===== config.mk =====
export PLATFORM = sky130hd
export DESIGN_NAME = joybus_controller_responder_top
export DESIGN_NICKNAME = d
export VERILOG_FILES = /design/src/rtl/core/jbcr_pkg.sv /design/src/rtl/core/jbcr_cmd_decode.sv /design/src/rtl/core/jbcr_tx_seq.sv /design/src/rtl/core/joybus_controller_responder_top.sv
export SDC_FILE = /design/constraint.sdc
export NUM_CORES = 1
export LEC_CHECK = 0
export ABC_AREA = 1
export BUFFER_PORTS_ARGS = -buffer_cell sky130_fd_sc_hd__buf_4
export CAP_MARGIN = 20
export CORE_MARGIN = 4
export CORE_UTILIZATION = 58
export CTS_BUF_LIST = sky130_fd_sc_hd__clkbuf_8
export DETAILED_ROUTE_END_ITERATION = 8
export PLACE_DENSITY_LB_ADDON = 0.05
export SLEW_MARGIN = 20
export SYNTH_ARGS = -nofsm -noshare
export SYNTH_HDL_FRONTEND = slang
export SYNTH_SLANG_ARGS = --single-unit

===== constraint.sdc =====
create_clock -name clk -period 4.4 [get_ports clk]
set_input_delay 0.88 -clock clk [delete_from_list [all_inputs] [get_ports clk]]
set_output_delay 0.88 -clock clk [all_outputs]
set_load 0.005 [all_outputs]

===== src/rtl/core/jbcr_pkg.sv =====
// ----------------------------------------------------------------------------
// jbcr_pkg
// Shared types, command codes and response tables for the joybus responder.
// ----------------------------------------------------------------------------
package jbcr_pkg;

    // command bytes sent by the console
    localparam logic [7:0] CMD_PROBE      = 8'h00;
    localparam logic [7:0] CMD_POLL       = 8'h40;
    localparam logic [7:0] CMD_ORIGIN     = 8'h41;
    localparam logic [7:0] CMD_ORIGIN_EXT = 8'h42;
    localparam logic [7:0] CMD_LINK_RESET = 8'h1D;

    // byte counter codes
    localparam logic [4:0] IDLE_CODE      = 5'd31;
    localparam logic [4:0] CNT_SHORT      = 5'd1;
    localparam logic [4:0] CNT_LINK_RESET = 5'd9;

    // power-on analog mode
    localparam logic [7:0] MODE_RESET = 8'h03;

    // word selector values
    localparam logic SEL_LINK_BYTE  = 1'b0;
    localparam logic SEL_REPORT_UPD = 1'b1;
    localparam logic KIND_TX_BYTE   = 1'b0;
    localparam logic KIND_LINK_RST  = 1'b1;

    // kind of response run
    typedef enum logic [1:0] {
        RESP_PROBE  = 2'd0,
        RESP_ORIGIN = 2'd1,
        RESP_POLL   = 2'd2,
        RESP_RESET  = 2'd3
    } resp_kind_t;

    // everything needed to emit one response run
    typedef struct packed {
        resp_kind_t      kind;
        logic [7:0][7:0] report;
        logic            rumble;
        logic            brake;
        logic [7:0]      mode;
    } resp_desc_t;

    // pending slot handed from decoder to sequencer
    typedef struct packed {
        logic       valid;
        resp_desc_t desc;
    } resp_slot_t;

    // number of words in a run
    function automatic logic [3:0] resp_len(resp_kind_t kind);
        logic [3:0] len;
        case (kind)
            RESP_PROBE:  len = 4'd3;
            RESP_ORIGIN: len = 4'd10;
            RESP_POLL:   len = 4'd8;
            RESP_RESET:  len = 4'd1;
            default:     len = 4'd1;
        endcase
        return len;
    endfunction

    // probe answer: device id and status
    function automatic logic [7:0] probe_byte(logic [3:0] idx);
        logic [7:0] b;
        case (idx)
            4'd0:    b = 8'h09;
            4'd1:    b = 8'h00;
            4'd2:    b = 8'h03;
            default: b = 8'h00;
        endcase
        return b;
    endfunction

    // origin answer: centered sticks, triggers released
    function automatic logic [7:0] origin_byte(logic [3:0] idx);
        logic [7:0] b;
        case (idx)
            4'd1, 4'd2, 4'd3, 4'd4, 4'd5: b = 8'h80;
            default:                      b = 8'h00;
        endcase
        return b;
    endfunction

endpackage


===== src/rtl/core/jbcr_cmd_decode.sv =====
// ----------------------------------------------------------------------------
// jbcr_cmd_decode
// Command state, report store and one-entry pending response register.
// ----------------------------------------------------------------------------
module jbcr_cmd_decode
(
    input  logic                clk,
    input  logic                rst_n,
    input  logic                accept,
    input  logic                sel,
    input  logic [7:0]          rx_byte,
    input  logic [7:0][7:0]     report_in,
    input  logic                load,
    output jbcr_pkg::resp_slot_t pend
);

    logic [4:0]      remain_reg, remain_next;
    logic [7:0]      cmd_reg, cmd_next;
    logic [7:0]      mode_reg, mode_next;
    logic            rumble_reg, rumble_next;
    logic            brake_reg, brake_next;
    logic [7:0][7:0] store_reg, store_next;
    logic            pvalid_reg, pvalid_next;
    jbcr_pkg::resp_desc_t pdesc_reg, pdesc_next;

    logic                 has_resp;
    jbcr_pkg::resp_kind_t resp_kind;

    // command sequencing for one accepted word
    always_comb
    begin
        remain_next = remain_reg;
        cmd_next    = cmd_reg;
        mode_next   = mode_reg;
        rumble_next = rumble_reg;
        brake_next  = brake_reg;
        store_next  = store_reg;
        has_resp    = 1'b0;
        resp_kind   = jbcr_pkg::RESP_PROBE;
        if (accept)
        begin
            if (sel == jbcr_pkg::SEL_REPORT_UPD)
            begin
                store_next = report_in;
            end
            else if (remain_reg == jbcr_pkg::IDLE_CODE)
            begin
                cmd_next = rx_byte;
                if (rx_byte == jbcr_pkg::CMD_PROBE)
                begin
                    has_resp  = 1'b1;
                    resp_kind = jbcr_pkg::RESP_PROBE;
                end
                else if (rx_byte == jbcr_pkg::CMD_ORIGIN)
                begin
                    has_resp  = 1'b1;
                    resp_kind = jbcr_pkg::RESP_ORIGIN;
                end
                else if (rx_byte == jbcr_pkg::CMD_LINK_RESET)
                begin
                    remain_next = jbcr_pkg::CNT_LINK_RESET;
                end
                else
                begin
                    remain_next = jbcr_pkg::CNT_SHORT;
                end
            end
            else if (remain_reg == 5'd0)
            begin
                remain_next = jbcr_pkg::IDLE_CODE;
                case (cmd_reg)
                    jbcr_pkg::CMD_LINK_RESET:
                    begin
                        has_resp  = 1'b1;
                        resp_kind = jbcr_pkg::RESP_RESET;
                    end
                    jbcr_pkg::CMD_POLL:
                    begin
                        rumble_next = rx_byte[0];
                        brake_next  = rx_byte[1];
                        has_resp    = 1'b1;
                        resp_kind   = jbcr_pkg::RESP_POLL;
                    end
                    jbcr_pkg::CMD_ORIGIN_EXT:
                    begin
                        has_resp  = 1'b1;
                        resp_kind = jbcr_pkg::RESP_ORIGIN;
                    end
                    default:
                    begin
                        has_resp = 1'b0;
                    end
                endcase
            end
            else
            begin
                // first poll data byte carries the analog mode
                if (remain_reg == 5'd1 && cmd_reg == jbcr_pkg::CMD_POLL)
                begin
                    mode_next = rx_byte;
                end
                remain_next = remain_reg - 5'd1;
            end
        end
    end

    // pending slot: filled by a word with a response, emptied on load
    always_comb
    begin
        pdesc_next = pdesc_reg;
        if (has_resp)
        begin
            pvalid_next       = 1'b1;
            pdesc_next.kind   = resp_kind;
            pdesc_next.report = store_reg;
            pdesc_next.rumble = rumble_next;
            pdesc_next.brake  = brake_next;
            pdesc_next.mode   = mode_next;
        end
        else if (load)
        begin
            pvalid_next = 1'b0;
        end
        else
        begin
            pvalid_next = pvalid_reg;
        end
    end

    // state registers
    always_ff @(posedge clk or negedge rst_n)
    begin
        if (!rst_n)
        begin
            remain_reg <= jbcr_pkg::IDLE_CODE;
            cmd_reg    <= jbcr_pkg::CMD_PROBE;
            mode_reg   <= jbcr_pkg::MODE_RESET;
            rumble_reg <= 1'b0;
            brake_reg  <= 1'b0;
            store_reg  <= '0;
            pvalid_reg <= 1'b0;
        end
        else
        begin
            remain_reg <= remain_next;
            cmd_reg    <= cmd_next;
            mode_reg   <= mode_next;
            rumble_reg <= rumble_next;
            brake_reg  <= brake_next;
            store_reg  <= store_next;
            pvalid_reg <= pvalid_next;
        end
    end

    // pending payload
    always_ff @(posedge clk)
    begin
        pdesc_reg <= pdesc_next;
    end

    assign pend.valid = pvalid_reg;
    assign pend.desc  = pdesc_reg;

endmodule


===== src/rtl/core/jbcr_tx_seq.sv =====
// ----------------------------------------------------------------------------
// jbcr_tx_seq
// Output sequencer: emits one response run word by word.
// ----------------------------------------------------------------------------
module jbcr_tx_seq
(
    input  logic                 clk,
    input  logic                 rst_n,
    input  jbcr_pkg::resp_slot_t pend,
    output logic                 load,
    output logic                 m_tvalid,
    input  logic                 m_tready,
    output logic [23:0]          m_tdata,
    output logic                 m_tuser,
    output logic                 m_tlast
);

    logic                 act_valid_reg, act_valid_next;
    jbcr_pkg::resp_desc_t act_reg, act_next;
    logic [3:0]           idx_reg, idx_next;
    logic                 is_last;
    logic                 take;
    logic [7:0]           tx_byte;

    assign is_last = (idx_reg == jbcr_pkg::resp_len(act_reg.kind) - 4'd1);
    assign take    = act_valid_reg && m_tready;
    assign load    = !act_valid_reg || (take && is_last);

    // advance through the run, pick up the pending run when done
    always_comb
    begin
        act_valid_next = act_valid_reg;
        act_next       = act_reg;
        idx_next       = idx_reg;
        if (load)
        begin
            act_valid_next = pend.valid;
            act_next       = pend.desc;
            idx_next       = 4'd0;
        end
        else if (take)
        begin
            idx_next = idx_reg + 4'd1;
        end
    end

    // byte for the current position
    always_comb
    begin
        case (act_reg.kind)
            jbcr_pkg::RESP_PROBE:  tx_byte = jbcr_pkg::probe_byte(idx_reg);
            jbcr_pkg::RESP_ORIGIN: tx_byte = jbcr_pkg::origin_byte(idx_reg);
            jbcr_pkg::RESP_POLL:   tx_byte = act_reg.report[idx_reg[2:0]];
            jbcr_pkg::RESP_RESET:  tx_byte = 8'h00;
            default:               tx_byte = 8'h00;
        endcase
    end

    always_ff @(posedge clk or negedge rst_n)
    begin
        if (!rst_n)
        begin
            act_valid_reg <= 1'b0;
            idx_reg       <= 4'd0;
        end
        else
        begin
            act_valid_reg <= act_valid_next;
            idx_reg       <= idx_next;
        end
    end

    always_ff @(posedge clk)
    begin
        act_reg <= act_next;
    end

    assign m_tvalid = act_valid_reg;
    assign m_tuser  = (act_reg.kind == jbcr_pkg::RESP_RESET) ? jbcr_pkg::KIND_LINK_RST
                                                             : jbcr_pkg::KIND_TX_BYTE;
    assign m_tlast  = is_last;
    assign m_tdata  = {6'd0, act_reg.mode, act_reg.brake, act_reg.rumble, tx_byte};

endmodule


===== src/rtl/core/joybus_controller_responder_top.sv =====
// ----------------------------------------------------------------------------
// joybus_controller_responder_top
// Controller side of a joybus link: command decode and response sequencing.
// ----------------------------------------------------------------------------
// One input word is taken per cycle while s_tready is high. A word that
// triggers a response is parked in a one-entry pending register. The output
// sequencer then drains the run at one result word per cycle while the
// receiver is ready (probe 3, origin 10, poll 8, link reset 1 words). When the
// sequencer is idle, a triggering word is registered in the pending register
// and then loaded into the sequencer's active register, from which the first
// word of the run is offered. Input stalls only while the pending register is
// full, and it resumes in the cycle in which the final word of the active run
// is accepted. Report updates and intermediate command bytes give no response.
// ----------------------------------------------------------------------------
module joybus_controller_responder_top
(
    input  logic        clk,
    input  logic        rst_n,
    input  logic        s_tvalid,
    output logic        s_tready,
    // rx_byte, buttons_low, buttons_high, left_stick_x, left_stick_y,
    // right_stick_x, right_stick_y, trigger_left, trigger_right
    input  logic [71:0] s_tdata,
    // link byte or report update select
    input  logic        s_tuser,
    output logic        m_tvalid,
    input  logic        m_tready,
    // tx_byte, rumble_on, brake_on, report_mode, zero pad
    output logic [23:0] m_tdata,
    // kind
    output logic        m_tuser,
    output logic        m_tlast
);

    jbcr_pkg::resp_slot_t pend;
    logic                 load;
    logic                 accept;
    logic [7:0][7:0]      report_in;

    assign s_tready  = !pend.valid || load;
    assign accept    = s_tvalid && s_tready;
    assign report_in = s_tdata[71:8];

    // command decode and state
    jbcr_cmd_decode u_decode
    (
        .clk       (clk),
        .rst_n     (rst_n),
        .accept    (accept),
        .sel       (s_tuser),
        .rx_byte   (s_tdata[7:0]),
        .report_in (report_in),
        .load      (load),
        .pend      (pend)
    );

    // response sequencer
    jbcr_tx_seq u_seq
    (
        .clk      (clk),
        .rst_n    (rst_n),
        .pend     (pend),
        .load     (load),
        .m_tvalid (m_tvalid),
        .m_tready (m_tready),
        .m_tdata  (m_tdata),
        .m_tuser  (m_tuser),
        .m_tlast  (m_tlast)
    );

    // link reset is always a single zero word
    a_reset_word: assert property (@(posedge clk) disable iff (!rst_n)
        (m_tvalid && m_tuser) |-> (m_tlast && m_tdata[7:0] == 8'h00))
        else $error("link reset word malformed");

    // input only stalls behind a full pending slot
    a_stall_cause: assert property (@(posedge clk) disable iff (!rst_n)
        !s_tready |-> (pend.valid && m_tvalid))
        else $error("input stalled without pending run");

    // a pending run is kept until the sequencer loads it
    a_pend_hold: assert property (@(posedge clk) disable iff (!rst_n)
        (pend.valid && !load) |=> pend.valid)
        else $error("pending run lost");

endmodule

* After elaboration in Yosys (flattened, before gate mapping)
Cells that the tools add are included.
** Storage, ports and cells
- Register bits after elaboration :: 245
- Latch bits :: 0
- Bits in writable memories :: 0
- Memory bits (read-only) :: 0
- Output and inout port bits :: 28
- Memories kept :: 0
** Operators by class
- $add $sub $neg :: 3
- $mul :: 0
- Div/mod/pow operators :: 0
- $lt $le $gt $ge :: 1
- Equality and inequality tests :: 18
- Shifts and indexed selects :: 0
- Muxes and demuxes :: 43
- Bitwise operators :: 2
- Reduce and logical (&&, ||, !) cells :: 20
** Operators with widths (number)
- two-way mux 8 bit :: 7
- case mux 8 bit (4 select lines) :: 1
- binary-select mux 8 bit (select 3 bit) :: 1
- == test 8 x 7 -> 1 bit (second input constant) :: 3
- two-way mux 1 bit :: 21
- two-way mux 5 bit :: 4
- == test 8 x 5 -> 1 bit (second input constant) :: 2
- case mux 4 bit (4 select lines) :: 1
- two-way mux 4 bit :: 3
- == test 4 x 2 -> 1 bit (second input constant) :: 2
- == test 4 x 3 -> 1 bit (second input constant) :: 2
- logical NOT 8 bit :: 1
- case mux 4 bit (2 select lines) :: 1
- two-way mux 2 bit :: 3
- case mux 2 bit (3 select lines) :: 1
- == test 5 x 1 -> 1 bit (second input constant) :: 1
- == test 5 bit (second input constant) :: 1
- logical NOT 5 bit :: 1
- OR reduction 5 bit :: 1
- subtractor 5 x 1 -> 5 bit (second input constant) :: 1
- adder 4 x 1 -> 4 bit (second input constant) :: 1
- == test 2 bit (second input constant) :: 2
- == test 4 x 1 -> 1 bit (second input constant) :: 1
- == test 4 bit :: 1
- 16 further kinds :: 24

* Depth between registers and ports, before layout
Gate-level depths: netlist (run 1).
- Depth in word-level cells :: 10
- Mapped depth :: 13

* Cells and area by module
From an unflattened synthesis (run 1), not the netlist that was laid out.
** Unflattened totals
- Cells, all modules :: 701
- Area total of the unflattened synthesis :: 9734.3 um^2
** Modules (own cells, without submodules)
- jbcr_cmd_decode :: times used 1, cells an instance 388, area an instance 6092.1 um^2, sequential area each 4493.1 um^2
- jbcr_tx_seq :: times used 1, cells an instance 309, area an instance 3622.2 um^2, sequential area each 2407.3 um^2
- joybus_controller_responder_top :: times used 1, cells an instance 4, area an instance 20.0 um^2, sequential area each 0.0 um^2

* Worst setup path before layout (run 1)
OpenSTA, ideal clock, no wires.
- Path kind :: input to register
- Start :: input port s_tdata[5]
- End :: register u_decode.pdesc_reg, in the netlist u_decode.pend[0], enable pin
- Arrival :: 3185 ps
- Data required time :: 3970 ps
- Setup slack :: 785 ps
- Stages on the path :: 8
- Path buffers :: 0
- Cells stage by stage :: or2_2 > nor3_1 > nand3_1 > nand2_1 > inv_1 > nand3_1 > nand3_1 > inv_1
** Between the ends
- Longest elaborated chain between the ends :: 6
** Ends and longest elaborated chain
- from (decl) :: RTL line joybus_controller_responder_top.sv:23 : input logic [71:0] s_tdata,
- == test 8 x 7 -> 1 bit :: RTL line jbcr_cmd_decode.sv:54 : else if (rx_byte == jbcr_pkg::CMD_ORIGIN)
- two-way mux 1 bit :: RTL line jbcr_cmd_decode.sv:54
- two-way mux 1 bit (*) :: RTL line jbcr_cmd_decode.sv:49 : if (rx_byte == jbcr_pkg::CMD_PROBE)
- two-way mux 1 bit (*) :: RTL line jbcr_cmd_decode.sv:46 : else if (remain_reg == jbcr_pkg::IDLE_CODE)
- two-way mux 1 bit (*) :: RTL line jbcr_cmd_decode.sv:42 : if (sel == jbcr_pkg::SEL_REPORT_UPD)
- two-way mux 1 bit (*) :: RTL line jbcr_cmd_decode.sv:40 : if (accept)
- via u_decode.has_resp :: RTL line jbcr_cmd_decode.sv:26 : logic has_resp;
- to (signal assigned) :: RTL line jbcr_cmd_decode.sv:158 : pdesc_reg <= pdesc_next;
- to (decl) :: RTL line jbcr_cmd_decode.sv:24 : jbcr_pkg::resp_desc_t pdesc_reg, pdesc_next;
The timed path passes the listed nets; every way through them passes the cells marked *.
A chain may end at the register's enable or synchronous reset.

* Final worst setup path (run 1)
- Start :: register u_seq.idx_reg[0]
- End :: output port m_tdata[7]
** Between the ends
- Longest elaborated chain between the ends :: 4
** Ends and longest elaborated chain
- from (decl) :: RTL line jbcr_tx_seq.sv:20 : logic [3:0] idx_reg, idx_next;
- from (signal assigned) :: RTL line jbcr_tx_seq.sv:69 : idx_reg <= idx_next;
- == test 4 x 1 -> 1 bit, or another cell as far along :: RTL line jbcr_pkg.sv:79 : case (idx)
- OR reduction 5 bit :: RTL line jbcr_pkg.sv:79
- two-way mux 8 bit :: RTL line jbcr_pkg.sv:79
- case mux 8 bit (4 select lines) (*) :: RTL line jbcr_tx_seq.sv:50 : case (act_reg.kind)
- to (decl) :: RTL line joybus_controller_responder_top.sv:29 : output logic [23:0] m_tdata,
Mark *: on every way between the ends. The rest lies on a longest branch, timed or not. The select of a mux whose other input is x is not followed.

==> results of run 1 <==
kinds of logic (layout without fill, tap and decap cells):
family | Yosys count | in the layout
DFF | 245 | 245
muxes | 1 | 1
buffers and inverters | 95 | 226
AOI/OAI and AO/OA | 138 | 138
xor gates and xnor gates | 6 | 6
and+or+nand+nor | 326 | 326
other | 1 | 6
adders and majority gates | 13 | 13
power by group:
group	internal, mW	leakage [nW]	switching [mW]
clock	1.02	0.446	0.873
sequential	3.01	2.52	0.291
combinational	0.502	1.86	0.866
total	4.53	4.83	2.03
routing by layer:
metal  share of wire (%)  track usage [%]
met1                  42             30.2
met5                   0                0
met3                 6.0             5.11
met4                 2.2             7.59
met2                  49             36.4
stage by stage:
stage / cells / power [mW]
global placement: 1106 / 4.65
floorplan: 830 / 4.20
detailed placement: 1106 / 4.70
global route: 1181 / 6.96
CTS: 1181 / 6.62
finish: 1181 / 6.56
cell type report:
class	instances	share of cell area (%)
timing repair buffer	105	7.20
clock inverter	29	1.40
inverter	46	1.55
sequential	245	61.1
clock buffer	46	5.61
tap	220	2.44
multi-input combinational	490	20.7
Yosys cell counts (2+ instances only):
library cell / n / share of area [%]
nand2_1: 223 / 8.6
edfxtp_1: 152 / 47
dfrtp_1: 86 / 22
o21ai_0: 84 / 4.3
nor2_1: 55 / 2.1
inv_1: 42 / 1.6
o21ai_1: 32 / 1.6
buf_4: 17 / 1.3
clkbuf_1: 15 / 0.58
nand3_1: 14 / 0.72
ha_1: 13 / 1.7
o22ai_1: 13 / 0.84
buf_6: 11 / 1.3
nor3_1: 9 / 0.46
dfstp_2: 7 / 1.9
nand4_1: 6 / 0.39
xor2_1: 5 / 0.45
buf_1: 4 / 0.15
or2_2: 4 / 0.26
a21oi_1: 3 / 0.15
nand3_2: 3 / 0.31
nor3_2: 3 / 0.31
a31oi_1: 2 / 0.13
buf_2: 2 / 0.10
inv_2: 2 / 0.077
nor2_2: 2 / 0.13
nor4_1: 2 / 0.13
o221ai_1: 2 / 0.18
worst max-delay path by stage:
stage                  endpoint  slack (ns)
6_report             m_tdata[7]        0.54
5_1_grt              m_tdata[1]        0.28
4_1_cts              m_tdata[7]        0.56
3_5_place_dp         m_tdata[7]        1.11
3_3_place_gp         m_tdata[7]        1.25
2_1_floorplan  u_decode.pend[0]        0.78
==> summary.txt, run 1 <==
Status
  – Status: complete, no violations

Clock tree
  – Total CTS buffers: 41
  – Worst-path clk slew: 0.06 ns
  – Hold-fix buffers, CTS: 0
  – H-Tree Depth: 2
  – Resize count post-CTS: 0
  – Clock latency on the worst-skew pair: between 0.5 and 0.6 ns
  – CTS tree: yes
  – Post-CTS setup buffer count: 0
  – CTS Buffer Depth: 3
  – Clock Sink Count: 245
  – Root Buffer: clkbuf_8

Floorplanning
  – DIE AREA: 18900 um^2
  – Row count: between 40 and 50
  – IO Pins: about 110
  – Initial Util: 58.9%
  – Core area: roughly 17000 um^2
  – Die W: between 100 and 150 um
  – Die span in y: 138 um

Worst setup path
  – Critical path origin: u_seq.idx_reg[0]
  – FF-to-FF End: u_seq.act_reg[51]
  – CP Max Fanout: 36
  – Register-to-register setup slack: between 1 and 1.5 ns
  – Crit-path leading delay family: buffers and inverters
  – Crit-path cells: clkinv_1 -> ha_1 -> nor4_1 -> o32ai_1 -> buf_4
  – Crit Reg-Reg Startpoint: u_seq.idx_reg[1]
  – Startpoint types: flip-flop
  – CP Depth: 5
  – Critical path class: flip-flop to output pin
  – Largest stage delay, worst path: approximately 0.8 ns
  – Cell depth of the worst flop-to-flop path: 8
  – Worst endpoint data arrival time: just under 3 ns
  – CP Capture Type: output pin
  – WP buf/inv: 2
  – Worst path slowest cell: clkinv_1
  – CP required: 3.52 ns

STA
  – Period utilization: between 80 and 90%
  – Setup Viol. Count Final: 0
  – Worst setup margin: 0.542 ns
  – Peak Freq: 259 MHz
  – Slew Viols, Final: 0
  – Hold Slack: 0.411 ns
  – Slew margin rel.: 36.6%
  – Tmin final: ~3.9 ns
  – RSZ-0062 raised after global routing: no
  – Setup TNS: 0 ns
  – Final Hold Fails: 0
  – Slew @ Worst Pin: around 0.95 ns
  – Worst clock skew: between 0.015 and 0.02 ns

Yosys
  – Top_reg_cell synth: edfxtp_1
  – Synth Instances: approximately 830
  – Main combinational cell family by area after synthesis: simple AND/OR/NAND/NOR gates
  – XOR/XNOR Fraction of Synth Area: 0.540%
  – Fraction of registers with async set/reset: between 30% and 40%
  – FF+latch count, synth: between 200 and 250
  – Synth unique cells: 40
  – Syn. warnings: 0
  – Post-synthesis mux area share: less than 1%
  – Adder-cell share of the synthesized area: 1.67%
  – Seq/Total Area, Yosys: 70.9%
  – Compound-Gate Fraction of Synth Area: between 7 and 8%
  – Simple-Gate Fraction of Synth Area: between 10% and 20%
  – EDFF count, synth: between 150 and 200
  – Synth Area per Inst: ~12 um^2
  – Synth Cell Area: slightly below 10000 um^2

Global routing
  – Initial antenna violation count: 0
  – Global-route wire length before repair: 32.9 mm
  – Pin count of the biggest net entering global routing: 71
  – Gr usage total: 22.4%
  – Vias in the first global route: 6394
  – Grt ovf: 0

Power and ir drop
  – Maximum vdd ir drop: between 0.4 and 0.5 mV
  – Leakage: 4.83 nW
  – Power per cell area: 581 nW/um^2

Place
  – Pre-CTS setup slack: about 1.1 ns
  – IO buf count: 98
  – Detailed placer's ending HPWL: 13.5 mm
  – RePlAce Congestion: ~0.89
  – Dpl cell area: between 10000 and 15000 um^2

Cells and area
  – Final nets: just over 1000
  – Share of layout cells above drive strength 1: between 15 and 20%
  – Area Growth Syn to Fin: 16.1%
  – Fillcell total: between 1000 and 1500
  – Multi-input gate area: about 2300 um^2
  – Most frequent cells in the layout: nand2_1, edfxtp_1, buf_4
  – Cell area after layout: ~11000 um^2
  – Largest register FFs: between 70 and 80
  – Commonest non-fill, non-tap cell in the layout: nand2_1
  – Seq. cell area: 6900 um^2
  – Final core utilization: between 60% and 70%
  – Ant diodes: 0

Route
  – DR WL/cell: roughly 17 um
  – # DRC: 0
  – 1st-pass router iterations: 6
  – Via count: 6271
  – Via density: roughly 5.3
  – Final WL: approximately 20 mm
  – ANT nets after route: 0
  – Drt initial violations: roughly 440

Min path
  – Hold Startpoint: u_decode.pend[3]
  – WHS Endpoint: u_seq.m_tdata[13]
  – WHS Path Cells: 0
  – Hold Crit Class: flip-flop to flip-flop

Run
  – Max-cap violations: 0
Power figures use the tool's default switching activity.
==> inputs of run 2 (changes only) <==
Settings changed: SYNTH_HIERARCHICAL set to 1.
==> run 2 against run 1 <==
- flip-flop and latch count stayed put
- largest cell class unchanged
- area after synthesis is essentially flat
- register-to-register slack better by 0.07 ns
- routed wire length decreased by 13%
- die area is essentially flat
- cell area increased by 0.19%
- sequential share of layout area is 0.11 points lower
- cell count fell by 9.5%
- clock skew up 0.0047 ns
- maximum frequency up 19%
- clock-buffer cell count up 1
==> summary.txt, run 2 <==
Yosys
  – Top_reg_cell synth: edfxtp_1
  – Seq/Total Area, Yosys: 70.9% (about the same)
  – EDFF count, synth: 152 (unchanged)
  – Post-synth top area share: 46.9% (about the same)
  – FF+latch count, synth: 245 (unchanged)
  – Synth unique cells: 37 (-7.5%)
  – Syn. warnings: 6 (+6)
  – Synth Instances: 701 (-15%)
  – Main area contributors after synthesis: edfxtp_1, dfrtp_1, mux2_2, nand2_1, nor2_1
  – Synth Area per Inst: 13.9 um^2 (+18%)
  – Yosys top cell by area: edfxtp_1
  – Count leader, synth: edfxtp_1
  – Post-synth top cells: edfxtp_1, nand2_1, dfrtp_1
  – Synth Cell Area: 9730 um^2 (about the same)
  – Fraction of registers with async set/reset: 38.0% (unchanged)

Worst setup path
  – Worst endpoint data arrival time: 2.35 ns (-0.63 ns)
  – Crit Reg-Reg Startpoint: u_seq/idx_reg[0]
  – CP Capture Type: output pin
  – CP required: 3.52 ns (about the same)
  – Critical path origin: u_seq/idx_reg[0]
  – CP Max Fanout: 25 (-31%)
  – FF-to-FF End: u_decode/store_reg[35]
  – Startpoint types: flip-flop
  – Register-to-register setup slack: 1.36 ns (+0.07 ns)
  – Critical path class: flip-flop to output pin
  – Cell depth of the worst flop-to-flop path: 11 (+3)

Route
  – Drt initial violations: 323 (-27%)
  – Via density: 5.11 (-3.8%)
  – 1st-pass router iterations: 5 (-1)
  – DR WL/cell: 16.6 um (-3.9%)
  – Via count: 5459 (-13%)
  – Final WL: 17.7 mm (-13%)
  – ANT nets after route: 0 (unchanged)
  – # DRC: 0 (unchanged)

Cells and area
  – Post-route insts no fill: 1069 (-9.5%)
  – Commonest non-fill, non-tap cell in the layout: edfxtp_1
  – Ant diodes: 0 (unchanged)
  – Area Growth Syn to Fin: 16.2%
  – Most frequent cells in the layout: edfxtp_1, buf_4, nand2_1
  – Final core utilization: 68.5% (+0.13 points)
  – Cell area after layout: 11300 um^2 (+0.19%)
  – Fillcell total: 1200 (-3.8%)
  – Largest register FFs: 76 (unchanged)
  – Share of layout cells above drive strength 1: 31.7% (+12 points)
  – Final nets: 907 (-11%)

Clock tree
  – CTS tree: yes
  – Root Buffer: clkbuf_8
  – Worst-path clk slew: 0.06 ns (about the same)
  – Clock latency on the worst-skew pair: 0.52 ns (about the same)
  – H-Tree Depth: 2 (unchanged)
  – Total CTS buffers: 40 (-2.4%)
  – Clock Sink Count: 245 (unchanged)
  – Resize count post-CTS: 0 (unchanged)
  – CTS Buffer Depth: 3 (unchanged)
  – Hold-fix buffers, CTS: 0 (unchanged)
  – Post-CTS setup buffer count: 0 (unchanged)

Global routing
  – Vias in the first global route: 5390 (-16%)
  – Pin count of the biggest net entering global routing: 83 (+17%)
  – Gr usage total: 19.3% (-3.1 points)
  – Global-route wire length before repair: 28.1 mm (-15%)
  – Grt ovf: 0 (unchanged)
  – Initial antenna violation count: 0 (unchanged)

Status
  – Status: complete, no violations

STA
  – Setup TNS: 0 ns (unchanged)
  – Slew @ Worst Pin: 1.00 ns (+0.0490 ns)
  – Peak Freq: 310 MHz (+19%)
  – Setup Viol. Count Final: 0 (unchanged)
  – Final Hold Fails: 0 (unchanged)
  – RSZ-0062 raised after global routing: no
  – Slew Viols, Final: 0 (unchanged)
  – Worst clock skew: 0.0201 ns (+0.00475 ns)
  – Period utilization: 73.4% (-14 points)
  – Slew margin rel.: 33.3% (-3.3 points)
  – Tmin final: 3.23 ns (-0.629 ns)
  – Worst setup margin: 1.17 ns (+0.629 ns)

Power and ir drop
  – Clock power frac: 32.3% (+3.4 points)
  – Sequential fraction of design power: 51.6% (+1.4 points)
  – Power per cell area: 516 nW/um^2 (-11%)
  – Psw: 1.59 mW (-22%)
  – Maximum vdd ir drop: 0.323 mV (-20%)
  – Combinational share of power: 16.2% (-4.7 points)
  – Net Sw Frac: 27.2% (-3.8 points)
  – Int Pwr: 4.25 mW (-6.1%)
  – Leakage: 4.82 nW (about the same)

Floorplanning
  – Initial Util: 58.9% (about the same)
  – Core area: 16500 um^2 (unchanged)
  – IO Pins: 105 (unchanged)
  – Row count: 47 (unchanged)
  – Die W: 138 um (about the same)
  – Die span in y: 138 um (about the same)
  – DIE AREA: 18900 um^2 (about the same)

Place
  – Detailed placer's ending HPWL: 12.0 mm (-11%)
  – Dpl cell area: 10500 um^2 (about the same)
  – IO buf count: 98 (unchanged)
  – Post-placement cell count: 995 (-10%)
  – Pre-CTS setup slack: 1.40 ns (+0.286 ns)
  – RePlAce Congestion: 0.904 (+1.3%)

Min path
  – Hold Crit Class: input pin to asynchronous set/reset pin

Run
  – Max-cap violations: 0 (unchanged)
## run 2: cell types whose count changed after synthesis, sizes merged, moves of 3 or more
cell / previous run / this run
clkbuf: 15 / 0
o22ai: 13 / 5
o211ai: 1 / 4
inv: 45 / 57
nand3: 18 / 28
nand2: 224 / 99
nor2: 58 / 77
o21ai: 116 / 53
nor3: 12 / 1
mux2: 0 / 64
or2: 4 / 0
## run 2: area by class of cell
type / count / area (um^2) / area share, %
clock inverters: 27 / 153 / 1.35
repair buffers: 105 / 817 / 7.22
multi-input cells: 367 / 2290 / 20.2
clock buffers: 47 / 647 / 5.72
inverters: 58 / 234 / 2.07
well taps: 220 / 275 / 2.43
flip-flops and latches: 245 / 6900 / 61.0
## run 2: kinds of logic (layout without fill, tap and decap cells)
logic type | Yosys count | after routing | synth area share [%]
fa+ha+maj | 13 | 13 | 1.67
flops | 245 | 245 | 70.9
buf+inv | 94 | 237 | 5.84
compound gates | 67 | 67 | 4.11
other cells | 1 | 6 | 0.0385
mux | 64 | 64 | 7.40
xor+xnor | 4 | 4 | 0.360
simple gates | 213 | 213 | 9.69
## run 2: how the worst max path moves through the flow
| stage | endpoint | slack [ns] | depth (start not counted) |
|---|---|---|---|
| after global routing | m_tdata[7] | 0.96 | 11 |
| after floorplan | u_decode/pend[0] | 0.35 | 15 |
| final | m_tdata[7] | 1.17 | 11 |
| after global placement | u_decode/store_reg[31] | 1.49 | 11 |
| after CTS | m_tdata[7] | 1.16 | 11 |
| after detailed placement | u_decode/store_reg[34] | 1.40 | 11 |
## run 2: critical path: stages, from the launching register on
cell	delay, ns
dfrtp_1	0.67
buf_4	0.39
ha_1	0.21
inv_1	0.05
nand2_1	0.06
nand2_1	0.04
nand3_1	0.09
nand2_1	0.05
nand3_1	0.08
nand2_1	0.06
inv_1	0.06
buf_4	0.10
## run 2: metal layers
metal  vias to the layer above  global-route usage [%]  wire length, um
met2                       170                    30.1             8610
met1                      2633                    27.5             7850
li1                       2635                       -                -
met3                        21                    4.57             1040
met5                         -                       0                0
met4                         0                    5.49              208
## run 2: power groups by stage
stage | registers, mW | logic (mW) | clock network, mW
after floorplan | 2.98 | 0.688 | 0
after global placement | 3.05 | 0.914 | 0
after detailed placement | 3.05 | 0.950 | 0
after CTS | 3.01 | 0.955 | 1.94
after global routing | 3.04 | 1.06 | 2.07
final | 3.01 | 0.945 | 1.88
## run 2: through the flow
step | hold slack, ns | power [mW]
after floorplan | 0.400 | 3.67
after global placement | 0.403 | 3.96
after detailed placement | 0.405 | 4.00
after CTS | 0.415 | 5.91
after global routing | 0.422 | 6.17
final | 0.407 | 5.84
==> inputs of run 3 (changes only) <==
Settings changed: CORE_UTILIZATION 58 to 55.
Clock period 4.4 ns to 2.69 ns, I/O delays scaled along.
==> run 3 against run 2 <==
- sequential power grew 62%
- register-to-register slack lost 1.3 ns
- global-route usage shrank 1.2 points
- first-iteration DRC count grew 3.4%
- cell area grew 3.5%
- non-clock buffer count grew 25
- clock-buffer cell count shrank 5
- largest power group unchanged
- via count grew 2.6%
- routed wire length grew 4.6%
- critical endpoint is now u_decode/pend[1]
- worst setup slack lost 1.1 ns
==> summary.txt, run 3 (synthesis results as in run 2) <==
Floorplanning
  – Core area: 17300 um^2 (+4.7%)
  – DIE AREA: 19900 um^2 (+5.1%)
  – Die W: 141 um (+2.5%)
  – Initial Util: 56.3% (-2.6 points)
  – IO Pins: 105 (unchanged)
  – Die span in y: 141 um (+2.5%)
  – Row count: 48 (+2.1%)

Global routing
  – Vias in the first global route: 5795 (+7.5%)
  – Grt ovf: 0 (unchanged)
  – Initial antenna violation count: 0 (unchanged)
  – Pin count of the biggest net entering global routing: 81 (-2.4%)
  – Global-route wire length before repair: 28.4 mm (+1.3%)
  – Gr usage total: 18.1% (-1.2 points)

Clock tree
  – CTS Buffer Depth: 3 (unchanged)
  – Hold-fix buffers, CTS: 0 (unchanged)
  – H-Tree Depth: 2 (unchanged)
  – CTS tree: yes
  – Total CTS buffers: 39 (-2.5%)
  – Worst-path clk slew: 0.06 ns (about the same)
  – Clock latency on the worst-skew pair: 0.52 ns (about the same)
  – Clock Sink Count: 245 (unchanged)
  – Root Buffer: clkbuf_8

Worst setup path
  – Worst endpoint data arrival time: 2.91 ns (+0.56 ns)
  – Crit Reg-Reg Startpoint: u_seq/act_reg[75]
  – Crit-path leading delay family: simple AND/OR/NAND/NOR gates
  – CP Max Fanout: 8 (-68%)
  – Startpoint types: flip-flop
  – CP Depth: 17 (+6)
  – Worst path slowest cell: edfxtp_1
  – Register-to-register setup slack: 0.04 ns (-1.32 ns)
  – Largest stage delay, worst path: 0.42 ns (-0.25 ns)
  – WP buf/inv: 5 (+1)
  – CP Capture Type: flip-flop
  – Critical path origin: u_seq/act_reg[75]
  – Cell depth of the worst flop-to-flop path: 17 (+6)
  – Crit-path cells: buf_4 -> ha_4 -> nand2_1 -> nand2_2 -> nor2_2 -> nand3b_1 -> nand2_8 -> inv_6 -> a21oi_4 -> inv_2 -> nor2_4 -> buf_12 -> inv_4 -> nor2_4 -> nand3_4 -> nand2_1 -> o21ai_2
  – CP required: 2.95 ns (-0.57 ns)
  – Critical path class: flip-flop to flip-flop
  – FF-to-FF End: u_decode/pend[1]
  – Setup crit end: u_decode/pend[1]

STA
  – Setup Viol. Count Final: 0 (unchanged)
  – Peak Freq: about 380 MHz
  – Slew Viols, Final: 0 (unchanged)
  – Slew margin rel.: 31.8% (-1.6 points)
  – RSZ-0062 raised after global routing: yes
  – Slew @ Worst Pin: 1.02 ns (+0.0235 ns)
  – Tmin final: approximately 2.6 ns
  – Period utilization: between 90 and 100%
  – Worst setup margin: 0.0415 ns (-1.13 ns)
  – Hold Slack: 0.0191 ns (-0.388 ns)
  – Final Hold Fails: 0 (unchanged)
  – Worst clock skew: 0.0117 ns (-0.00844 ns)

Power and ir drop
  – Sequential fraction of design power: 51.1% (-0.5 points)
  – Power per cell area: 815 nW/um^2 (+58%)
  – Clock power frac: 30.2% (-2.1 points)
  – Leakage: 4.98 nW (+3.1%)
  – Int Pwr: 6.90 mW (+62%)
  – Net Sw Frac: 27.7% (+0.54 points)
  – Maximum vdd ir drop: 0.456 mV (+41%)
  – Combinational share of power: 18.7% (+2.5 points)
  – Psw: 2.65 mW (+67%)

Place
  – Detailed placer's ending HPWL: 12.0 mm (-0.26%)
  – Pre-CTS setup slack: 0.0456 ns (-1.35 ns)
  – IO buf count: 98 (unchanged)
  – RePlAce Congestion: 0.846 (-6.4%)

Route
  – Final WL: 18.5 mm (+4.6%)
  – Via count: 5603 (+2.6%)
  – DR WL/cell: 16.9 um (+1.8%)
  – ANT nets after route: 0 (unchanged)
  – Via density: 5.10 (about the same)
  – Drt initial violations: 334 (+3.4%)
  – 1st-pass router iterations: 5 (unchanged)
  – # DRC: 0 (unchanged)

Cells and area
  – Share of layout cells above drive strength 1: 35.3% (+3.6 points)
  – Final nets: 932 (+2.8%)
  – Most frequent cells in the layout: edfxtp_1, buf_4, nand2_1
  – Fillcell total: 1289 (+7.4%)
  – Area Growth Syn to Fin: 20.4%
  – Ant diodes: 0 (unchanged)
  – Largest register FFs: 76 (unchanged)
  – Commonest non-fill, non-tap cell in the layout: edfxtp_1

Min path
  – Hold Crit Class: input pin to asynchronous set/reset pin

Run
  – Max-cap violations: 0 (unchanged)

Status
  – Status: complete, no violations
-- run 3: changes by cell type in the layout (fill, tap and decap cells not counted), sizes merged --
cell and delta:
clkbuf -1, nand3 +1, clkinv +2, buf +21, clkinvlp +2, inv -1
-- run 3: layout make-up --
type / instances / area [um^2] / share of cell area (%)
multi-input combinational: 368 / 2390 / 20.4
tap: 225 / 282 / 2.40
clock buffer: 42 / 578 / 4.93
timing repair buffer: 130 / 1170 / 9.99
inverter: 58 / 239 / 2.04
sequential: 245 / 6900 / 58.9
clock inverter: 30 / 155 / 1.32
-- run 3: worst min-delay path by stage --
stage / endpoint / slack [ns] / cells past startpoint
2_1_floorplan: u_decode/brake_reg / 0.24 / 0
3_3_place_gp: u_seq/m_tdata[11] / 0.40 / 0
3_5_place_dp: u_seq/act_reg[10] / 0.40 / 0
4_1_cts: u_decode/store_reg[19] / 0.02 / 1
5_1_grt: u_decode/store_reg[16] / 0.05 / 1
6_report: u_decode/store_reg[29] / 0.02 / 1
-- run 3: worst register-to-register path: cells and delay by family (launching register included) --
| kind | cells | cell delay, ns |
|---|---|---|
| buffers and inverters | 5 | 0.42 |
| DFF | 1 | 0.42 |
| AOI/OAI and AO/OA | 2 | 0.20 |
| adders and majority gates | 1 | 0.16 |
| and+or+nand+nor | 9 | 1.18 |
-- run 3: power groups by stage --
stage                     Combinational [mW]  Sequential [mW]  Clock (mW)
final                                   1.78             4.88        2.89
after global routing                    1.97             4.92        3.17
after CTS                               1.70             4.88        2.97
after detailed placement                1.66             4.95           0
after global placement                  1.61             4.94           0
after floorplan                         1.16             4.87           0
-- run 3: timing repair --
action	CTS	global route
setup buffers	2	7
endpoints found under the setup margin	6	176
gates cloned	0	8
pin swaps	1	11
resized for setup	5	20
-- run 3: routing by layer --
layer / track usage [%] / routed length, um
met2: 29.9 / 9220
met5: 0 / 0
met1: 24.2 / 8000
met4: 6.27 / 373
met3: 3.56 / 929
-- run 3: per-stage QoR --
step	std cells	utilization (%)	power [mW]	area [um^2]	TNS [ns]
5_1_grt	1098	67.7	10.1	11700	-10.97
3_5_place_dp	1009	61.6	6.61	10700	0
2_1_floorplan	706	-	6.03	9800	-51.97
6_report	1098	67.7	9.55	11700	0
3_3_place_gp	1009	61.6	6.54	10700	0
4_1_cts	1083	66.0	9.55	11400	0
